===== src/hdl/ilvp_pkg.sv =====
// Shared constants, types and codes for the integer literal value parser.
package ilvp_pkg;

   // Width of the signed result word; the value itself keeps one bit less.
   localparam int VALUE_BITS = 64;
   localparam int ACC_BITS   = VALUE_BITS - 1;
   // Room for acc * 16 + 15 without loss.
   localparam int WIDE_BITS  = ACC_BITS + 5;
   // Result data padded to whole bytes.
   localparam int RSP_TDATA_BITS = ((ACC_BITS + 7) / 8) * 8;

   localparam logic [7:0] CH_NUL     = 8'h00;
   localparam logic [7:0] CH_ZERO    = 8'h30;  // '0'
   localparam logic [7:0] CH_SEVEN   = 8'h37;  // '7'
   localparam logic [7:0] CH_NINE    = 8'h39;  // '9'
   localparam logic [7:0] CH_UPPER_A = 8'h41;  // 'A'
   localparam logic [7:0] CH_UPPER_F = 8'h46;  // 'F'
   localparam logic [7:0] CH_UPPER_X = 8'h58;  // 'X'
   localparam logic [7:0] CH_UNDER   = 8'h5F;  // '_'
   localparam logic [7:0] CH_LOWER_A = 8'h61;  // 'a'
   localparam logic [7:0] CH_LOWER_B = 8'h62;  // 'b'
   localparam logic [7:0] CH_LOWER_F = 8'h66;  // 'f'
   localparam logic [7:0] CH_LOWER_X = 8'h78;  // 'x'

   localparam logic [3:0] DIGIT_TEN = 4'd10;

   typedef enum logic [1:0] {
      RADIX_DEC = 2'd0,
      RADIX_HEX = 2'd1,
      RADIX_BIN = 2'd2,
      RADIX_OCT = 2'd3
   } radix_type;

   // Character classes of one input character.
   typedef struct packed {
      logic       is_nul;
      logic       is_under;
      logic       is_zero;
      logic       is_hex_prefix;  // 'x' or 'X'
      logic       is_bin_prefix;  // 'b'
      logic       is_octal;       // '0'..'7'
      logic       is_hex_digit;   // 0-9, a-f, A-F
      logic [3:0] digit;          // value when is_hex_digit
   } ilvp_class_type;

   typedef struct packed {
      logic                overflowed;
      logic [ACC_BITS-1:0] value;
   } ilvp_result_type;

endpackage


===== src/hdl/integer_literal_value_parser.sv =====
// Top level of the integer literal value parser: input register, core, result register.
//
// Accepts one ASCII character per transfer on the req_ channel; the transfer
// with req_tlast high ends the literal and yields one rsp_ transfer carrying
// the value. Prefix 0x/0X selects hex, 0b binary, a leading 0 followed by
// 0-7 octal, anything else decimal. Underscores are skipped; scanning stops
// at the first character that is not a digit of the radix or at NUL, and
// later characters are ignored. A value above 2^63-1 reads as 0 with
// rsp_tuser set. Throughput is one character per clock: each character goes
// through one input register, combinational classify and multiply-add
// (radix multiply built from shifts and adds), and the state registers; the
// result register loads on the same edge as the state registers, so a final
// character passes the input register and then the result register before
// rsp_tvalid rises. Characters that do not end a literal keep flowing while a
// result waits; only a final character stalls behind an untaken result.
module integer_literal_value_parser (
   input  logic                                clock,
   input  logic                                reset,
   // input characters
   input  logic                                req_tvalid,
   output logic                                req_tready,
   input  logic [7:0]                          req_tdata,   // [7:0] ch
   input  logic                                req_tlast,   // last character
   // results
   output logic                                rsp_tvalid,
   input  logic                                rsp_tready,
   output logic [ilvp_pkg::RSP_TDATA_BITS-1:0] rsp_tdata,   // [62:0] value, [63] zero pad
   output logic                                rsp_tuser    // [0] overflowed
);
   import ilvp_pkg::*;

   // input register
   logic                in_valid_ff, in_valid_in;
   logic [7:0]          in_ch_ff;
   logic                in_last_ff;

   // result register
   logic                rsp_valid_ff, rsp_valid_in;
   logic [ACC_BITS-1:0] rsp_value_ff;
   logic                rsp_ovf_ff;

   logic                advance;
   logic                req_xfer;
   ilvp_class_type      cls;
   ilvp_result_type     result;

   // A final character needs a free result slot; others never wait.
   assign advance    = in_valid_ff && (!in_last_ff || !rsp_valid_ff || rsp_tready);
   assign req_tready = !in_valid_ff || advance;
   assign req_xfer   = req_tvalid && req_tready;

   assign in_valid_in = req_xfer ? 1'b1 : (advance ? 1'b0 : in_valid_ff);

   always_comb begin
      if (advance && in_last_ff) begin
         rsp_valid_in = 1'b1;
      end else if (rsp_tready) begin
         rsp_valid_in = 1'b0;
      end else begin
         rsp_valid_in = rsp_valid_ff;
      end
   end

   always_ff @(posedge clock) begin
      if (reset) begin
         in_valid_ff  <= 1'b0;
         rsp_valid_ff <= 1'b0;
      end else begin
         in_valid_ff  <= in_valid_in;
         rsp_valid_ff <= rsp_valid_in;
      end
   end

   // payload registers
   always_ff @(posedge clock) begin
      if (req_xfer) begin
         in_ch_ff   <= req_tdata;
         in_last_ff <= req_tlast;
      end
      if (advance && in_last_ff) begin
         rsp_value_ff <= result.value;
         rsp_ovf_ff   <= result.overflowed;
      end
   end

   ilvp_decode u_decode (
      .ch  (in_ch_ff),
      .cls (cls)
   );

   ilvp_accum u_accum (
      .clock  (clock),
      .reset  (reset),
      .step   (advance),
      .last   (in_last_ff),
      .cls    (cls),
      .result (result)
   );

   assign rsp_tvalid = rsp_valid_ff;
   assign rsp_tdata  = RSP_TDATA_BITS'(rsp_value_ff);
   assign rsp_tuser  = rsp_ovf_ff;

endmodule


===== src/hdl/ilvp_decode.sv =====
// Character classifier: digit value and prefix/separator flags.
module ilvp_decode (
   input  logic [7:0]              ch,
   output ilvp_pkg::ilvp_class_type cls
);
   import ilvp_pkg::*;

   logic is_dec;
   logic is_low;
   logic is_up;

   assign is_dec = (ch >= CH_ZERO) && (ch <= CH_NINE);
   assign is_low = (ch >= CH_LOWER_A) && (ch <= CH_LOWER_F);
   assign is_up  = (ch >= CH_UPPER_A) && (ch <= CH_UPPER_F);

   always_comb begin
      cls               = '0;
      cls.is_nul        = (ch == CH_NUL);
      cls.is_under      = (ch == CH_UNDER);
      cls.is_zero       = (ch == CH_ZERO);
      cls.is_hex_prefix = (ch == CH_LOWER_X) || (ch == CH_UPPER_X);
      cls.is_bin_prefix = (ch == CH_LOWER_B);
      cls.is_octal      = (ch >= CH_ZERO) && (ch <= CH_SEVEN);
      cls.is_hex_digit  = is_dec || is_low || is_up;
      if (is_dec) begin
         cls.digit = 4'(ch - CH_ZERO);
      end else if (is_low) begin
         cls.digit = 4'(ch - CH_LOWER_A) + DIGIT_TEN;
      end else if (is_up) begin
         cls.digit = 4'(ch - CH_UPPER_A) + DIGIT_TEN;
      end
   end

endmodule


===== src/hdl/ilvp_accum.sv =====
// Literal state: prefix tracking, radix, accumulate with exact overflow check.
module ilvp_accum (
   input  logic                      clock,
   input  logic                      reset,
   input  logic                      step,
   input  logic                      last,
   input  ilvp_pkg::ilvp_class_type  cls,
   output ilvp_pkg::ilvp_result_type result
);
   import ilvp_pkg::*;

   typedef enum logic [1:0] {
      POS_START     = 2'd0,
      POS_LEAD_ZERO = 2'd1,
      POS_BODY      = 2'd2
   } pos_type;

   logic [ACC_BITS-1:0]  acc_ff, acc_in;
   radix_type            radix_ff, radix_in;
   pos_type              pos_ff, pos_in;
   logic                 halted_ff, halted_in;
   logic                 ovf_ff, ovf_in;

   radix_type            rad_eff;
   pos_type              pos_next;
   logic                 skip;
   logic                 digit_ok;
   logic [WIDE_BITS-1:0] acc_wide;
   logic [WIDE_BITS-1:0] prod;
   logic [WIDE_BITS-1:0] mac;
   logic                 overflow_hit;

   // prefix handling
   always_comb begin
      rad_eff  = radix_ff;
      pos_next = pos_ff;
      skip     = 1'b0;
      case (pos_ff)
         POS_LEAD_ZERO: begin
            pos_next = POS_BODY;
            if (cls.is_hex_prefix) begin
               rad_eff = RADIX_HEX;
               skip    = 1'b1;
            end else if (cls.is_bin_prefix) begin
               rad_eff = RADIX_BIN;
               skip    = 1'b1;
            end else if (cls.is_octal) begin
               rad_eff = RADIX_OCT;
            end
         end
         POS_START: begin
            pos_next = cls.is_zero ? POS_LEAD_ZERO : POS_BODY;
         end
         default: ;
      endcase
   end

   // digit legal in the current radix; multiply by radix as shifts and adds
   assign acc_wide = WIDE_BITS'(acc_ff);

   always_comb begin
      case (rad_eff)
         RADIX_HEX: begin
            digit_ok = cls.is_hex_digit;
            prod     = acc_wide << 4;
         end
         RADIX_BIN: begin
            digit_ok = cls.is_hex_digit && (cls.digit < 4'd2);
            prod     = acc_wide << 1;
         end
         RADIX_OCT: begin
            digit_ok = cls.is_hex_digit && (cls.digit < 4'd8);
            prod     = acc_wide << 3;
         end
         default: begin
            digit_ok = cls.is_hex_digit && (cls.digit < DIGIT_TEN);
            prod     = (acc_wide << 3) + (acc_wide << 1);
         end
      endcase
   end

   assign mac          = prod + WIDE_BITS'(cls.digit);
   assign overflow_hit = |mac[WIDE_BITS-1:ACC_BITS];

   always_comb begin
      acc_in    = acc_ff;
      radix_in  = radix_ff;
      pos_in    = pos_ff;
      halted_in = halted_ff;
      ovf_in    = ovf_ff;
      if (!halted_ff) begin
         if (cls.is_nul) begin
            halted_in = 1'b1;
         end else begin
            pos_in   = pos_next;
            radix_in = rad_eff;
            if (!skip && !cls.is_under) begin
               if (!digit_ok) begin
                  halted_in = 1'b1;
               end else if (overflow_hit) begin
                  ovf_in    = 1'b1;
                  halted_in = 1'b1;
                  acc_in    = '0;
               end else begin
                  acc_in = mac[ACC_BITS-1:0];
               end
            end
         end
      end
   end

   assign result.overflowed = ovf_in;
   assign result.value      = ovf_in ? '0 : acc_in;

   always_ff @(posedge clock) begin
      if (reset) begin
         acc_ff    <= '0;
         radix_ff  <= RADIX_DEC;
         pos_ff    <= POS_START;
         halted_ff <= 1'b0;
         ovf_ff    <= 1'b0;
      end else if (step) begin
         if (last) begin
            acc_ff    <= '0;
            radix_ff  <= RADIX_DEC;
            pos_ff    <= POS_START;
            halted_ff <= 1'b0;
            ovf_ff    <= 1'b0;
         end else begin
            acc_ff    <= acc_in;
            radix_ff  <= radix_in;
            pos_ff    <= pos_in;
            halted_ff <= halted_in;
            ovf_ff    <= ovf_in;
         end
      end
   end

`ifndef SYNTHESIS
   a_clear_after_last: assert property (@(posedge clock) disable iff (reset)
      step && last |=> acc_ff == '0 && pos_ff == POS_START && !halted_ff && !ovf_ff)
      else $error("state not cleared after final character");

   a_ovf_halts: assert property (@(posedge clock) disable iff (reset)
      ovf_ff |-> halted_ff && acc_ff == '0)
      else $error("overflow without halt or with nonzero accumulator");

   a_halted_holds: assert property (@(posedge clock) disable iff (reset)
      halted_ff && step && !last |=> $stable(acc_ff) && $stable(radix_ff))
      else $error("accumulator moved while halted");

   a_radix_after_prefix: assert property (@(posedge clock) disable iff (reset)
      radix_ff != RADIX_DEC |-> pos_ff == POS_BODY)
      else $error("non-decimal radix before prefix decided");
`endif

endmodule


===== config.mk =====
export PLATFORM = sky130hd
export DESIGN_NAME = integer_literal_value_parser
export DESIGN_NICKNAME = d
export VERILOG_FILES = /design/src/hdl/ilvp_pkg.sv /design/src/hdl/integer_literal_value_parser.sv /design/src/hdl/ilvp_decode.sv /design/src/hdl/ilvp_accum.sv
export SDC_FILE = /design/constraint.sdc
export NUM_CORES = 1
export LEC_CHECK = 0
export BUFFER_PORTS_ARGS = -buffer_cell sky130_fd_sc_hd__buf_2
export CORE_MARGIN = 3
export CORE_UTILIZATION = 55
export DETAILED_ROUTE_END_ITERATION = 7
export PLACE_DENSITY = 0.82
export RECOVER_POWER = 100
export SKIP_LAST_GASP = 1
export SLEW_MARGIN = 20
export SYNTH_ARGS = -nofsm -noshare
export SYNTH_HDL_FRONTEND = slang
export SYNTH_SLANG_ARGS = --single-unit

===== constraint.sdc =====
create_clock -name clock -period 14.6 [get_ports clock]
set_clock_uncertainty 0.15 [all_clocks]
set_input_delay 0.73 -clock clock [delete_from_list [all_inputs] [get_ports clock]]
set_output_delay 0.73 -clock clock [all_outputs]
set_load 0.005 [all_outputs]

==> results of run 1 <==
logic make-up (layout without fill, tap and decap cells):
| family | Yosys count | count (layout) | synth area share [%] |
|---|---|---|---|
| AND/OR/NAND/NOR | 684 | 684 | 24.2 |
| AO/OA/AOI/OAI | 609 | 609 | 28.8 |
| buffers and inverters | 146 | 168 | 4.94 |
| flip-flops | 144 | 144 | 26.6 |
| XOR/XNOR | 90 | 90 | 5.80 |
| adder cells (fa/ha/maj) | 71 | 71 | 6.63 |
| multiplexers | 39 | 39 | 2.98 |
| other | 1 | 1 | 0.0276 |
through the flow:
step	power [mW]	instance area (um2)	hold WS [ns]
6_report	0.930	14500	0.313
4_1_cts	0.930	14600	0.307
2_1_floorplan	0.460	13600	0.324
3_5_place_dp	0.474	14000	0.371
3_3_place_gp	0.474	14000	0.361
5_1_grt	0.948	14500	0.299
worst max-delay path: stages, from the launching register on:
cell and delay (ns):
edfxtp_1 0.46, inv_1 0.12, ha_1 0.16, and3b_1 0.21, nand3_1 0.26, a21oi_1 2.06, clkbuf_1 1.89, mux2_2 0.43
mux2i_1 0.15, nor4_1 0.43, nor2b_1 0.44, nor3b_1 0.53, nand4_1 0.35, nor4_1 0.64, xor2_1 0.18, o31ai_1 0.57
nand2_1 0.66, o41ai_1 0.57
power groups by stage:
stage	Sequential (mW)	Combinational, mW	Clock (mW)
final	0.434	0.0308	0.465
after global routing	0.435	0.0335	0.480
after CTS	0.433	0.0320	0.465
after detailed placement	0.442	0.0321	0
after global placement	0.442	0.0315	0
after floorplan	0.442	0.0182	0
cell usage after synthesis (all sizes together), types with 13 or more instances:
library cell | instances | area [um2]
a211oi | 19 | 143
a21o | 24 | 180
a21oi | 166 | 842
a22o | 31 | 272
a31oi | 29 | 188
buf | 45 | 293
clkbuf | 59 | 221
dfxtp | 71 | 1420
edfxtp | 73 | 2190
ha | 68 | 851
inv | 41 | 154
mux2i | 27 | 270
nand2 | 296 | 1110
nand2b | 15 | 93.8
nand3 | 43 | 233
nand4 | 39 | 250
nor2 | 130 | 490
nor2b | 13 | 81.3
nor3 | 50 | 272
nor4 | 23 | 186
o211ai | 16 | 120
o21a | 21 | 158
o21ai | 178 | 921
o31ai | 25 | 193
or3 | 19 | 124
xnor2 | 43 | 377
xor2 | 47 | 412
metal layers:
| metal | wire length, um | global-route usage, % | vias up |
|---|---|---|---|
| met4 | 2230 | 16.0 | 0 |
| met5 | 0 | 0 | - |
| met1 | 19500 | 46.5 | 6608 |
| met2 | 21400 | 56.7 | 840 |
| met3 | 4700 | 7.15 | 141 |
| li1 | - | - | 6661 |
final cells by class:
| type | instances | area, um2 | share of cell area, % |
|---|---|---|---|
| clock inverters | 14 | 171 | 1.18 |
| multi-input cells | 1494 | 9280 | 64.1 |
| inverters | 42 | 158 | 1.09 |
| repair buffers | 94 | 439 | 3.03 |
| clock buffers | 18 | 429 | 2.96 |
| well taps | 319 | 399 | 2.75 |
| flip-flops and latches | 144 | 3610 | 24.9 |
sequential cells by signal, summed over array words and instances (netlist names):
signal and flops:
rsp_tvalid 1, u_accum.acc_ff 63, in_ch_ff 8, in_valid_ff 1, rsp_value_ff 63, in_last_ff 1, u_accum.pos_ff 2, rsp_tuser 1
u_accum.ovf_ff 1, u_accum.halted_ff 1, u_accum.radix_ff 2
worst min-delay path by stage:
stage | cells past startpoint | slack [ns] | to
2_1_floorplan | 2 | 0.32 | u_accum.acc_ff[3]$_SDFFE_PP0P_
3_3_place_gp | 2 | 0.36 | u_accum.acc_ff[3]$_SDFFE_PP0P_
3_5_place_dp | 2 | 0.37 | in_valid_ff$_SDFFE_PP0P_
4_1_cts | 1 | 0.31 | in_ch_ff[7]$_DFFE_PP_
5_1_grt | 1 | 0.30 | in_last_ff$_DFFE_PP_
6_report | 1 | 0.31 | in_ch_ff[5]$_DFFE_PP_
placed cells by master, fill, tap and decap left out, drive strengths merged, types with 15 or more instances in the layout:
cell type | netlist | final
a211oi | 19 | 19
a21o | 24 | 24
a21oi | 166 | 166
a22o | 31 | 31
a31oi | 29 | 29
buf | 45 | 48
clkbuf | 59 | 64
dfxtp | 71 | 71
edfxtp | 73 | 73
ha | 68 | 68
inv | 41 | 49
mux2i | 27 | 27
nand2 | 296 | 296
nand2b | 15 | 15
nand3 | 43 | 43
nand4 | 39 | 39
nor2 | 130 | 130
nor3 | 50 | 50
nor4 | 23 | 23
o211ai | 16 | 16
o21a | 21 | 21
o21ai | 178 | 178
o31ai | 25 | 25
or3 | 19 | 19
xnor2 | 43 | 43
xor2 | 47 | 47
==> flow_metrics.py, run 1 <==
metrics = {
    "status": {
        "status": "finished with violations",
        "violations": "capacitance limit, slew limit",
    },
    "setup_path": {
        "reg2reg_from": "in_ch_ff[0]$_DFFE_PP_",
        "crit_path_end": "rsp_value_ff[8]$_SDFFCE_PP0P_",
        "reg2reg_to": "rsp_value_ff[8]$_SDFFCE_PP0P_",
        "cp-start-kind": "flop",
        "crit_type": "flop to flop",
        "r2r_slack_ns": 4.08,
        "worstPathArrival_ns": 10.59,
        "reg2reg_depth": 17,
        "end_kind": "flop",
        "cp_data_required_time_ns": 14.67,
        "crit_fanout": 44,
        "setup.worst_path.start": "in_ch_ff[0]$_DFFE_PP_",
    },
    "power_and_ir_drop": {
        "ir_worst_vdd_mv": 0.0771,
        "sequentialPowerShare_pct": 46.7,
        "clockPowerShare_pct": 50.0,
        "p_sw_mw": 0.233,
        "leakagePower_nw": 5.04,
        "p_int_mw": 0.697,
        "pwr-share-comb_pct": 3.3,
        "netSwitchingFraction_pct": 25.1,
        "power_density_nw_per_um2": 64.1,
    },
    "sta": {
        "slew_viol_final": 188,
        "setup_tns_ns": 0,
        "setup_viol": 0,
        "finalCriticalPeriod_ns": 10.52,
        "tightest_slew_ns": 2.72,
        "fin_ws_ns": 4.08,
        "slew_headroom_pct": -81.0,
        "rsz0062_at_grt": "false",
        "hold_viol": 0,
        "period_share_pct": 72.1,
        "max_freq_mhz": 95.1,
    },
    "route": {
        "vias": 14250,
        "avgViaCountPerCell": 6.71,
        "wl_per_cell_um": 22.5,
        "ant_nets": 0,
        "drc": 0,
        "totalWireLength_mm": 47.9,
        "dr.pass1.iters": 6,
        "first_iter_violations": 1722,
    },
    "grt": {
        "grt-ovfl-total": 0,
        "grt_pass1_wl_mm": 74.5,
        "gr-usage-all-layers_pct": 35.5,
        "antenna_found_initial": 0,
        "grt_max_degree": 77,
        "grt_pass1_vias": 13272,
    },
    "synthesis": {
        "ys.flop_type": "edfxtp_1",
        "ys_types": 103,
        "synth_area_um2": 13600,
        "yosysSeqAreaShare_pct": 26.6,
        "yosysWarnings": 0,
        "synth_fp_nets": 1867,
        "syn_avg_cell_area_um2": 7.62,
        "synth-edff-count": 73,
        "syn_inst": 1784,
        "synth_seq_cells": 144,
        "synthArstFlopShare_pct": 0,
    },
    "layout": {
        "fin_nets": 1876,
        "drive_gt1_share_pct": 6.92,
        "fillCellCount": 2244,
        "area_growth_pct": 6.60,
        "fin_util_pct": 60.7,
        "finalNonFillerCells": 2125,
        "antennaDiodeCount": 0,
    },
    "floorplanning": {
        "initial_utilization_pct": 56.9,
        "design.core.area_um2": 23900,
        "die-height_um": 163,
        "fp-row-count": 56,
        "dieArea_um2": 26600,
        "ios": 80,
        "die_w_um": 163,
    },
    "clock_network": {
        "numCtsBuffers": 17,
        "cts-resized-gates": 0,
        "cts_root_buffer": "clkbuf_16",
        "clk_pin_slew_worst_paths_ns": 0.07,
        "htreeDepth": 4,
        "clock_latency_ns": 0.44,
        "cts_sinks": 144,
        "post_cts_buffers": 0,
        "hold_buffers": 0,
        "cts_buffer_depth": 2,
        "cts_tree": "yes",
    },
    "place": {
        "place_inst": 2093,
        "post-dp-hpwl_mm": 35.5,
        "dp_slack_ns": 6.98,
        "port_buffers": 78,
        "gp_congestion": 1.07,
    },
    "worst_hold_path": {
        "min_from": "req_tdata[5]",
        "hold_class": "input port to flop",
    },
    "job": {
        "maxCapViolations": 5,
    },
}
Note: power is estimated with default switching activity, not from simulation.
==> inputs of run 2 (changes only) <==
--- a/config.mk
+++ b/config.mk
@@ -9,7 +9,7 @@
 export CORE_MARGIN = 3
 export CORE_UTILIZATION = 55
 export DETAILED_ROUTE_END_ITERATION = 7
-export PLACE_DENSITY = 0.82
+export PLACE_DENSITY = 0.85
 export RECOVER_POWER = 100
 export SKIP_LAST_GASP = 1
 export SLEW_MARGIN = 20
==> constraint.sdc (replaced) <==
create_clock -name clock -period 9.1 [get_ports clock]
set_clock_uncertainty 0.15 [all_clocks]
set_input_delay 0.455 -clock clock [delete_from_list [all_inputs] [get_ports clock]]
set_output_delay 0.455 -clock clock [all_outputs]
set_load 0.005 [all_outputs]
==> flow_metrics.py, run 2 (synthesized netlist as in run 1, its figures left out) <==
metrics = {
    "power_and_ir_drop": {
        "leakagePower_nw": 5.08,
        "power_density_nw_per_um2": 102,
        "ir_worst_vdd_mv": 0.116,
        "p_total_mw": 1.48,
    },
    "clock_network": {
        "cts_root_buffer": "clkbuf_16",
        "cts_buffer_depth": 2,
        "numCtsBuffers": 17,
        "cts_tree": "yes",
        "clk_pin_slew_worst_paths_ns": 0.07,
        "cts_sinks": 144,
        "clock_latency_ns": 0.44,
        "post_cts_buffers": 0,
        "hold_buffers": 0,
        "cts-resized-gates": 0,
        "htreeDepth": 4,
    },
    "route": {
        "avgViaCountPerCell": 6.86,
        "wl_met3_mm": 5.16,
        "first_iter_violations": 1901,
        "ant_nets": 0,
        "dr.pass1.iters": 8,
        "routed-wl-met2_mm": 19.9,
        "drc": 16,
        "wirelength_met1_mm": 18.0,
        "wl_per_cell_um": 21.4,
        "highest_layer": "met4",
        "totalWireLength_mm": 45.6,
        "vias": 14599,
    },
    "setup_path": {
        "slowest_stage": "clkbuf_1",
        "crit_chain": "inv_1 -> ha_1 -> nand2b_1 -> or4_1 -> nand3_4 -> mux2i_1 -> mux2i_1 -> nor4_1 -> nor2b_1 -> nor3b_1 -> nand4_1 -> nor4_1 -> xor2_1 -> o31ai_1 -> nand4_1 -> clkbuf_1 -> o21ai_0",
        "end_kind": "flop",
        "cp-start-kind": "flop",
        "worstPathArrival_ns": 8.23,
        "crit_fanout": 43,
        "critical_path.max_stage_delay_ns": 0.76,
        "cp_data_required_time_ns": 9.28,
        "crit_type": "flop to flop",
    },
    "sta": {
        "rsz0062_at_grt": "false",
        "slew_viol_final": 74,
        "setup_viol": 0,
        "slew_headroom_pct": -47.3,
        "hold_viol": 0,
        "fin_ws_ns": 1.05,
        "finalCriticalPeriod_ns": 8.05,
        "setup_tns_ns": 0,
        "period_share_pct": 88.4,
        "max_freq_mhz": 124,
        "tightest_slew_ns": 2.21,
    },
    "layout": {
        "ff_latch_area_um2": 3610,
        "finalNonFillerCells": 2127,
        "antennaDiodeCount": 0,
        "finalInstanceArea_um2": 14500,
        "final_common_cell": "nand2_1",
        "reg.largest.list": "rsp_value_ff x63, u_accum.acc_ff x63, in_ch_ff x8",
        "fin_nets": 1878,
        "area_growth_pct": 6.82,
        "drive_gt1_share_pct": 7.52,
        "multi_input_area_um2": 9290,
        "fillCellCount": 2190,
        "layout_common_cells": "nand2_1, a21oi_1, o21ai_0",
    },
    "place": {
        "post-dp-hpwl_mm": 33.5,
        "gp_congestion": 1.11,
        "post_dp_cell_area_um2": 14000,
        "port_buffers": 78,
        "dp_slack_ns": 1.77,
        "place_inst": 2095,
    },
    "floorplanning": {
        "dieArea_um2": 26600,
        "die-height_um": 163,
        "fp-row-count": 56,
        "design.core.area_um2": 23900,
        "ios": 80,
        "die_w_um": 163,
        "initial_utilization_pct": 56.9,
    },
    "worst_hold_path": {
        "hold_class": "input port to flop",
    },
    "grt": {
        "gr-usage-all-layers_pct": 33.4,
        "antenna_found_initial": 0,
        "grt_pass1_wl_mm": 71.4,
        "grt_pass1_vias": 13584,
        "grt_max_degree": 64,
        "grt-ovfl-total": 0,
    },
    "job": {
        "maxCapViolations": 2,
    },
    "status": {
        "status": "finished with violations",
        "violations": "DRC, capacitance limit, slew limit",
    },
}
==> run 2: path summary, 6_finish.rpt <==
check / from / cells past startpoint / slack [ns] / to
min reg2reg: u_accum.acc_ff[0]$_SDFFE_PP0P_ / 2 / 0.38 / u_accum.acc_ff[0]$_SDFFE_PP0P_
max: in_ch_ff[0]$_DFFE_PP_ / 17 / 1.05 / u_accum.acc_ff[4]$_SDFFE_PP0P_
max reg2reg: in_ch_ff[0]$_DFFE_PP_ / 17 / 1.05 / u_accum.acc_ff[4]$_SDFFE_PP0P_
min: req_tdata[3] / 1 / 0.04 / in_ch_ff[3]$_DFFE_PP_
==> run 2: layer usage <==
layer,up-vias,GRT usage [%]
met5,-,0
met4,0,18.5
met3,179,6.06
met2,1020,51.9
met1,6738,44.0
li1,6662,-
==> run 2: worst max-delay path, delay by kind of cell (launching register included) <==
family | cells | cell delay [ns]
XOR/XNOR | 1 | 0.17
buffers and inverters | 2 | 0.89
multiplexers | 2 | 0.47
AO/OA/AOI/OAI | 2 | 1.09
flip-flops | 1 | 0.47
adder cells (fa/ha/maj) | 1 | 0.20
AND/OR/NAND/NOR | 9 | 4.48
==> run 2: where the power goes <==
part	switching [mW]	internal [mW]	leakage, nW
Sequential	0.00620	0.689	1.25
Clock	0.318	0.416	0.293
Combinational	0.0352	0.0130	3.53
==> run 2: cell type report <==
cell class              instances  area share (%)
clock buffers                  21            3.32
flip-flops and latches        144            24.9
inverters                      42            1.09
repair buffers                 96            3.21
clock inverters                11           0.818
multi-input cells            1494            63.9
well taps                     319            2.75
==> run 2: stage by stage <==
step / utilization [%] / hold WS, ns
global route: 60.8 / 0.0427
global placement: 58.7 / 0.346
detailed placement: 58.7 / 0.375
CTS: 61.2 / 0.0377
finish: 60.8 / 0.0406
floorplan: - / 0.324
